### src/rtl/mau_pkg.sv
`default_nettype none

package mau_pkg;

    localparam int IDX_W    = 4;
    localparam int N_ELEM   = 16;
    localparam int FLD_W    = 32;
    localparam int TDATA_W  = 40;
    localparam int USER_W   = 2;
    localparam int MODE_W   = 2;
    localparam int K_W      = 2;

    localparam logic [MODE_W-1:0] MODE_ADD = 2'd0;
    localparam logic [MODE_W-1:0] MODE_SUB = 2'd1;
    localparam logic [MODE_W-1:0] MODE_MAT = 2'd2;
    localparam logic [MODE_W-1:0] MODE_VEC = 2'd3;

    localparam logic [IDX_W-1:0] LAST_MAT = 4'd15;
    localparam logic [IDX_W-1:0] LAST_VEC = 4'd3;
    localparam logic [K_W-1:0]   LAST_K   = 2'd3;

    typedef enum logic [2:0] {
        ST_IDLE,
        ST_READ,
        ST_MUL_LO,
        ST_MUL_HI,
        ST_SUM,
        ST_ACC,
        ST_ELEM,
        ST_OUT
    } mau_state_t;

endpackage

`default_nettype wire

### src/rtl/mat4_arith_unit.sv
`default_nettype none

// channel   | direction | handshake         | payload
// ----------+-----------+-------------------+-----------------------------------------
// s_        | in        | s_tvalid/s_tready | s_tuser, s_tdata (load or compute request)
// m_        | out       | m_tvalid/m_tready | m_tdata, m_tlast (one result element)
// cfg_      | in        | cfg_valid/cfg_ready | cfg_data (op_mode)
//
// a load request writes one element of a store
// add and subtract: each of the 16 results per request passes the read, element and output steps
// matrix product: each of the 16 results sums 4 terms, each through the read, low multiply, high
// multiply, sum and accumulate steps (one read port per store); matrix times vector gives 4 results
// reset clears the mode to matrix product and the per-entry valid bits, so both stores read zero
// a stalled result holds the sequencer in its output step; the next request waits for idle

module mat4_arith_unit
    import mau_pkg::*;
#(
    parameter int DATA_WIDTH = 32,
    parameter int FRAC_BITS  = 16
) (
    input  wire logic               aclk,
    input  wire logic               aresetn,
    input  wire logic               s_tvalid,
    output      logic               s_tready,
    // [3:0] element_index, [35:4] element_value, [39:36] zero
    input  wire logic [TDATA_W-1:0] s_tdata,
    // [0] compute_now, [1] operand_side
    input  wire logic [USER_W-1:0]  s_tuser,
    output      logic               m_tvalid,
    input  wire logic               m_tready,
    // [3:0] result_index, [35:4] result_value, [39:36] zero
    output      logic [TDATA_W-1:0] m_tdata,
    output      logic               m_tlast,
    input  wire logic               cfg_valid,
    output      logic               cfg_ready,
    input  wire logic [MODE_W-1:0]  cfg_data
);

    localparam int HW  = (DATA_WIDTH + 1) / 2;
    localparam int BHW = DATA_WIDTH - HW;
    localparam int LPW = DATA_WIDTH + HW + 1;
    localparam int HPW = DATA_WIDTH + BHW;
    localparam int PW  = 2 * DATA_WIDTH;
    localparam int AW  = PW + 2;
    localparam int PAD = TDATA_W - IDX_W - FLD_W;

    localparam logic signed [AW-1:0] MAX_V = {{(AW-DATA_WIDTH+1){1'b0}}, {(DATA_WIDTH-1){1'b1}}};
    localparam logic signed [AW-1:0] MIN_V = {{(AW-DATA_WIDTH+1){1'b1}}, {(DATA_WIDTH-1){1'b0}}};

    mau_state_t state_reg, state_next;

    logic [MODE_W-1:0] mode_reg, mode_next;
    logic [IDX_W-1:0]  pos_reg, pos_next;
    logic [K_W-1:0]    k_reg, k_next;
    logic [N_ELEM-1:0] left_vld_reg, left_vld_next;
    logic [N_ELEM-1:0] right_vld_reg, right_vld_next;

    logic [DATA_WIDTH-1:0] left_mem  [N_ELEM];
    logic [DATA_WIDTH-1:0] right_mem [N_ELEM];
    logic [DATA_WIDTH-1:0] left_rd_reg, right_rd_reg;
    logic                  left_ok_reg, right_ok_reg;

    logic signed [LPW-1:0] lo_reg, lo_next;
    logic signed [HPW-1:0] hi_reg, hi_next;
    logic signed [PW-1:0]  term_reg, term_next;
    logic signed [AW-1:0]  acc_reg, acc_next;

    logic                  m_tvalid_reg, m_tvalid_next;
    logic [TDATA_W-1:0]    m_tdata_reg, m_tdata_next;
    logic                  m_tlast_reg, m_tlast_next;

    logic [DATA_WIDTH-1:0] in_value;
    logic [IDX_W-1:0]      wr_addr;
    logic [IDX_W-1:0]      left_addr, right_addr;
    logic                  s_acc, ld_left, ld_right, start;
    logic                  elem_mode, last_pos, out_free, out_load;
    logic signed [DATA_WIDTH-1:0] op_a, op_b;
    logic signed [PW-1:0]  hi_ext, lo_ext, full;
    logic signed [AW-1:0]  a_ext, b_ext, ew;
    logic [DATA_WIDTH-1:0] sat_val;
    logic [FLD_W-1:0]      out_value;

    generate
        if (DATA_WIDTH <= FLD_W) begin : g_in_narrow
            assign in_value = s_tdata[IDX_W +: DATA_WIDTH];
        end else begin : g_in_wide
            assign in_value = {{(DATA_WIDTH-FLD_W){1'b0}}, s_tdata[IDX_W +: FLD_W]};
        end
        if (DATA_WIDTH >= FLD_W) begin : g_out_narrow
            assign out_value = sat_val[FLD_W-1:0];
        end else begin : g_out_wide
            assign out_value = {{(FLD_W-DATA_WIDTH){1'b0}}, sat_val};
        end
    endgenerate

    assign wr_addr   = s_tdata[IDX_W-1:0];
    assign s_acc     = s_tvalid && s_tready;
    assign ld_left   = s_acc && !s_tuser[0] && !s_tuser[1];
    assign ld_right  = s_acc && !s_tuser[0] && s_tuser[1];
    assign start     = s_acc && s_tuser[0];
    assign elem_mode = (mode_reg == MODE_ADD) || (mode_reg == MODE_SUB);
    assign last_pos  = (mode_reg == MODE_VEC) ? (pos_reg == LAST_VEC) : (pos_reg == LAST_MAT);
    assign out_free  = !m_tvalid_reg || m_tready;

    // a product element (c,r) takes left (k,r) and right (c,k); the vector is column zero of the right store
    always_comb begin
        if (elem_mode) begin
            left_addr  = pos_reg;
            right_addr = pos_reg;
        end else begin
            left_addr  = {k_reg, pos_reg[1:0]};
            right_addr = {pos_reg[3:2], k_reg};
        end
    end

    always_ff @(posedge aclk) begin
        if (ld_left) begin
            left_mem[wr_addr] <= in_value;
        end
        if (ld_right) begin
            right_mem[wr_addr] <= in_value;
        end
        left_rd_reg  <= left_mem[left_addr];
        right_rd_reg <= right_mem[right_addr];
        left_ok_reg  <= left_vld_reg[left_addr];
        right_ok_reg <= right_vld_reg[right_addr];
    end

    assign op_a = left_ok_reg  ? left_rd_reg  : '0;
    assign op_b = right_ok_reg ? right_rd_reg : '0;

    // datapath
    always_comb begin
        lo_next   = op_a * $signed({1'b0, op_b[HW-1:0]});
        hi_next   = op_a * $signed(op_b[DATA_WIDTH-1:HW]);
        hi_ext    = {{HW{hi_reg[HPW-1]}}, hi_reg};
        lo_ext    = {{(PW-LPW){lo_reg[LPW-1]}}, lo_reg};
        full      = (hi_ext <<< HW) + lo_ext;
        term_next = full >>> FRAC_BITS;
        a_ext     = {{(AW-DATA_WIDTH){op_a[DATA_WIDTH-1]}}, op_a};
        b_ext     = {{(AW-DATA_WIDTH){op_b[DATA_WIDTH-1]}}, op_b};
        ew        = (mode_reg == MODE_SUB) ? (a_ext - b_ext) : (a_ext + b_ext);
        if (acc_reg > MAX_V) begin
            sat_val = MAX_V[DATA_WIDTH-1:0];
        end else if (acc_reg < MIN_V) begin
            sat_val = MIN_V[DATA_WIDTH-1:0];
        end else begin
            sat_val = acc_reg[DATA_WIDTH-1:0];
        end
    end

    // next state
    always_comb begin
        state_next = state_reg;
        unique case (state_reg)
            ST_IDLE: begin
                if (start) begin
                    state_next = ST_READ;
                end
            end
            ST_READ: begin
                state_next = elem_mode ? ST_ELEM : ST_MUL_LO;
            end
            ST_MUL_LO: state_next = ST_MUL_HI;
            ST_MUL_HI: state_next = ST_SUM;
            ST_SUM:    state_next = ST_ACC;
            ST_ACC: begin
                state_next = (k_reg == LAST_K) ? ST_OUT : ST_READ;
            end
            ST_ELEM:   state_next = ST_OUT;
            ST_OUT: begin
                if (out_free) begin
                    state_next = last_pos ? ST_IDLE : ST_READ;
                end
            end
            default:   state_next = ST_IDLE;
        endcase
    end

    // outputs and next register values
    always_comb begin
        s_tready      = 1'b0;
        out_load      = 1'b0;
        mode_next     = mode_reg;
        pos_next      = pos_reg;
        k_next        = k_reg;
        acc_next      = acc_reg;
        left_vld_next = left_vld_reg;
        right_vld_next = right_vld_reg;
        if (cfg_valid) begin
            mode_next = cfg_data;
        end
        unique case (state_reg)
            ST_IDLE: begin
                s_tready = 1'b1;
                if (ld_left) begin
                    left_vld_next[wr_addr] = 1'b1;
                end
                if (ld_right) begin
                    right_vld_next[wr_addr] = 1'b1;
                end
                if (start) begin
                    pos_next = '0;
                    k_next   = '0;
                    acc_next = '0;
                end
            end
            ST_ACC: begin
                acc_next = acc_reg + {{(AW-PW){term_reg[PW-1]}}, term_reg};
                k_next   = k_reg + 1'b1;
            end
            ST_ELEM: begin
                acc_next = ew;
            end
            ST_OUT: begin
                if (out_free) begin
                    out_load = 1'b1;
                    pos_next = pos_reg + 1'b1;
                    k_next   = '0;
                    acc_next = '0;
                end
            end
            default: begin
            end
        endcase
    end

    always_comb begin
        if (out_load) begin
            m_tvalid_next = 1'b1;
            m_tdata_next  = {{PAD{1'b0}}, out_value, pos_reg};
            m_tlast_next  = last_pos;
        end else begin
            m_tvalid_next = m_tvalid_reg && !m_tready;
            m_tdata_next  = m_tdata_reg;
            m_tlast_next  = m_tlast_reg;
        end
    end

    always_ff @(posedge aclk) begin
        if (!aresetn) begin
            state_reg     <= ST_IDLE;
            mode_reg      <= MODE_MAT;
            pos_reg       <= '0;
            k_reg         <= '0;
            left_vld_reg  <= '0;
            right_vld_reg <= '0;
            m_tvalid_reg  <= 1'b0;
        end else begin
            state_reg     <= state_next;
            mode_reg      <= mode_next;
            pos_reg       <= pos_next;
            k_reg         <= k_next;
            left_vld_reg  <= left_vld_next;
            right_vld_reg <= right_vld_next;
            m_tvalid_reg  <= m_tvalid_next;
        end
    end

    always_ff @(posedge aclk) begin
        if (state_reg == ST_MUL_LO) begin
            lo_reg <= lo_next;
        end
        if (state_reg == ST_MUL_HI) begin
            hi_reg <= hi_next;
        end
        if (state_reg == ST_SUM) begin
            term_reg <= term_next;
        end
        acc_reg     <= acc_next;
        m_tdata_reg <= m_tdata_next;
        m_tlast_reg <= m_tlast_next;
    end

    assign cfg_ready = 1'b1;
    assign m_tvalid  = m_tvalid_reg;
    assign m_tdata   = m_tdata_reg;
    assign m_tlast   = m_tlast_reg;

    a_last_index: assert property (@(posedge aclk) disable iff (!aresetn)
        (m_tvalid && m_tlast) |-> (m_tdata[IDX_W-1:0] == LAST_VEC
                                   || m_tdata[IDX_W-1:0] == LAST_MAT))
        else $error("last result at a middle index");

    a_acc_clear: assert property (@(posedge aclk) disable iff (!aresetn)
        (state_reg == ST_READ && k_reg == '0) |-> (acc_reg == '0))
        else $error("accumulator not cleared at start of a result");

    a_four_terms: assert property (@(posedge aclk) disable iff (!aresetn)
        (state_reg == ST_ACC && state_next == ST_OUT) |-> (k_reg == LAST_K))
        else $error("result issued before four terms");

    a_idle_no_load: assert property (@(posedge aclk) disable iff (!aresetn)
        (state_reg == ST_IDLE && !m_tvalid_reg) |=> !m_tvalid_reg)
        else $error("result appeared while idle");

    a_vec_column: assert property (@(posedge aclk) disable iff (!aresetn)
        (state_reg == ST_READ && mode_reg == MODE_VEC) |-> (right_addr[3:2] == 2'b00))
        else $error("vector read outside right column zero");

endmodule

`default_nettype wire

### config.mk
export PLATFORM = sky130hd
export DESIGN_NAME = mat4_arith_unit
export DESIGN_NICKNAME = d
export VERILOG_FILES = /design/src/rtl/mau_pkg.sv /design/src/rtl/mat4_arith_unit.sv
export SDC_FILE = /design/constraint.sdc
export NUM_CORES = 2
export LEC_CHECK = 0
export ABC_AREA = 1
export BUFFER_PORTS_ARGS = -buffer_cell sky130_fd_sc_hd__buf_2
export CELL_PAD_IN_SITES_DETAIL_PLACEMENT = 0
export CELL_PAD_IN_SITES_GLOBAL_PLACEMENT = 1
export CORE_MARGIN = 2
export CORE_UTILIZATION = 40
export CTS_CLUSTER_SIZE = 10
export DETAILED_ROUTE_END_ITERATION = 6
export PLACE_DENSITY_LB_ADDON = 0.2
export REMOVE_ABC_BUFFERS = 1
export SETUP_SLACK_MARGIN = 0.1
export SLEW_MARGIN = 0
export SYNTH_ARGS = -nofsm -noshare
export SYNTH_HDL_FRONTEND = slang
export SYNTH_SLANG_ARGS = --single-unit
### constraint.sdc
create_clock -name aclk -period 7.5 [get_ports aclk]
set_clock_uncertainty 0.15 [all_clocks]
set_input_delay 1.125 -clock aclk [delete_from_list [all_inputs] [get_ports aclk]]
set_output_delay 1.125 -clock aclk [all_outputs]
set_load 0.01 [all_outputs]
==> metrics.txt <==
Synth Warn # 0; NetSw between 0.007 and 0.008 W; Top FF cell, synth edfxtp_1; Ports 93; leakage about 45 nW; Top delay family on crit path adder cells; fin crit period between 7000 and 8000 ps; detailed-route vias per instance roughly 5.4; CTS Sinks about 1400; Max-slew headroom between 15 and 20%; CTS Buffer Depth 3; Synth Instances roughly 10000; hold slack just over 300 ps; most common cell after layout, fill and taps aside inv_1; post-synthesis sequential element count around 1400; WL/cell roughly 25 µm; number of synthesized flops with an enable pin 1256; CTS Hold Bufs 0; Die Area between 200000 and 250000 µm²; synth unique cells between 50 and 60; Post CTS Setup Buffer Count 0; CTS tree yes; crit path kind reg2reg; Mean Syn Cell Area around 9.6 µm²; register area share after synthesis about 41%; crit-path cells buf_12 > nand2_2 > inv_2 > buf_4 > nand2_1 > fa_1 > fa_1 > fa_1 > inv_1 > fa_1 > fa_1 > inv_1 > fa_1 > inv_1 > ha_1 > nand2_1 > nor2_1 > nand4_1 > nor3_1 > a21oi_1 > o21ai_0 > xor2_1; vias in the first global route between 70000 and 80000; total number of vias ~74000; combinational share of power 24.5%; share of cells above drive strength 1 6.904%; Overflow after GRT 0; Synth area leader edfxtp_1; TritonCTS buffer count 164; Row Count between 150 and 200; first-pass GRT wire length 498.1 mm; failing checks DRC; Port Buffer Count 83; Worst-Margin Slew ~1300 ps; pre-CTS setup slack about 390 ps; PnR worst setup slack 341.2 ps; Detailed Routing Iterations Pass 1 7; post-cts repair resize count 0; CP peak stage delay 530 ps; Final Setup Violations 0; Synth top area share 38.69%; Die W ~500 µm; post-synthesis cell area 97470 µm²; later-pin clock latency in the skew report 860 ps; period utilization 95.45%; FMAX 139.7 MHz; First DRT Iteration DRCs roughly 6200; Worst Path Arrival 7600 ps; ys async rst share 0%; Critical-path top delay cell fa_1; Reg clk slew, reported paths ~50 ps; worst path bufs/invs 6; final wirelength about 340 mm; PwrDens 202.5 nW/µm²; antenna violations before repair 19; Final nets 11710; Top cell by count, worst path fa_1; Req. time, crit path ~7900 ps; Non-Filler Instances between 10000 and 15000; GP Congestion approximately 0.99; DP HPWL 246.0 mm; Clk network pwr share 34.4%; starting density of the core roughly two fifths; root buf cell clkbuf_16; Layout Area Growth over Synthesis 10.91%; most frequent cells in the layout 1609 x inv_1, 1576 x nand2_1, 1512 x nor2_1, 1256 x edfxtp_1, 976 x fa_1; CTS HTree Levels 4; core area 242800 µm²; largest net degree at the start of global routing 239; Net Sw Frac between 30% and 40%; crit path launch type flop; die span in y approximately 500 µm; antenna-violating nets left 0; Pint 0.01447 W; total track usage around 27%; Flop pwr share between 40% and 50%; Hold Crit Class reg2reg; max_cap viols 0; synth top area cells edfxtp_1 39%, fa_1 20%, inv_1 6.2%; Remaining DRCs 3; Placed Cells about 13000; VDD IR max ~260 µV; Critical Path Sink Type flop; RSZ-0062 raised after global routing yes; Final Max Tran Viols 0; crit path max fanout 17; status complete, but fails checks; Fin. Hold Viols 0
[routing by layer]
layer  up-vias  part of all wire [%]  global-route usage (%)
li1      33380                     -                       -
met1     37370                    41                   34.91
met2      2308                    49                   46.61
met3       525                   6.0                   4.160
met4        20                   4.0                   10.03
met5         -                 0.037                       0
[worst register-to-register path, delay by kind of cell, from the launching register on]
kind                       cells  cell delay [ps]
AOI/OAI and AO/OA              2              420
xor gates and xnor gates       1              310
adders and majority gates      7             3370
buffers and inverters          6             1120
DFF                            1              380
and+or+nand+nor                6             1180
[power by group through the flow]
stage               logic (W)  clock network, W  registers [W]
floorplan             0.00317                 0        0.00899
detailed placement    0.00532                 0        0.00916
finish                0.00535           0.00753        0.00901
global route          0.00585           0.00798        0.00903
global placement      0.00530                 0        0.00916
CTS                   0.00534           0.00770        0.00901
[through the flow]
step           total power, W  cell area (µm²)  setup TNS [ps]  util, %
2_1_floorplan         0.01216            95800         -796290        -
3_3_place_gp          0.01446           103000               0    42.43
3_5_place_dp          0.01448           103000               0    42.43
4_1_cts               0.02205           108100               0    44.52
5_1_grt               0.02286           108100               0    44.53
6_report              0.02189           108100               0    44.53
[cells by family (layout without fill, tap and decap cells)]
family                   count (synthesis)  count (layout)  share of synthesized area, %
AND/OR/NAND/NOR                       3631            3631                         15.08
buffers and inverters                 2060            2295                         8.055
AO/OA/AOI/OAI                         1613            1613                         9.413
flip-flops                            1366            1366                         40.95
adder cells (fa/ha/maj)               1351            1351                         24.86
XOR/XNOR                               182             182                         1.635
other                                    2               8                      0.007705
[cells in the mapped netlist (125+ instances only)]
master	number
a21oi_1	341
fa_1	976
edfxtp_1	1256
o22ai_1	156
ha_1	375
xor2_1	125
o21ai_0	786
clkbuf_1	356
inv_1	1615
nor2_1	1551
nand2_1	1577
nand3_1	218
[cell type report]
type	instances	area, µm²
diodes	3	7.507
clock buffers	256	4479
multi-input cells	6782	50080
repair buffers	357	2835
flip-flops and latches	1366	39930
well taps	3202	4006
inverters	1643	6182
fillers	23650	134700
clock inverters	39	591.8
[final timing paths]
path | start | to | slack, ps | depth (start not counted)
setup / recovery | right_ok_reg$_DFF_P_ | hi_reg[31]$_DFFE_PP_ | 340 | 22
hold / removal | right_vld_reg[15]$_SDFFE_PN0P_ | right_vld_reg[15]$_SDFFE_PN0P_ | 310 | 2
setup reg to reg | right_ok_reg$_DFF_P_ | hi_reg[31]$_DFFE_PP_ | 340 | 22
hold reg to reg | right_vld_reg[15]$_SDFFE_PN0P_ | right_vld_reg[15]$_SDFFE_PN0P_ | 310 | 2
(Power assumes the default switching activity.)
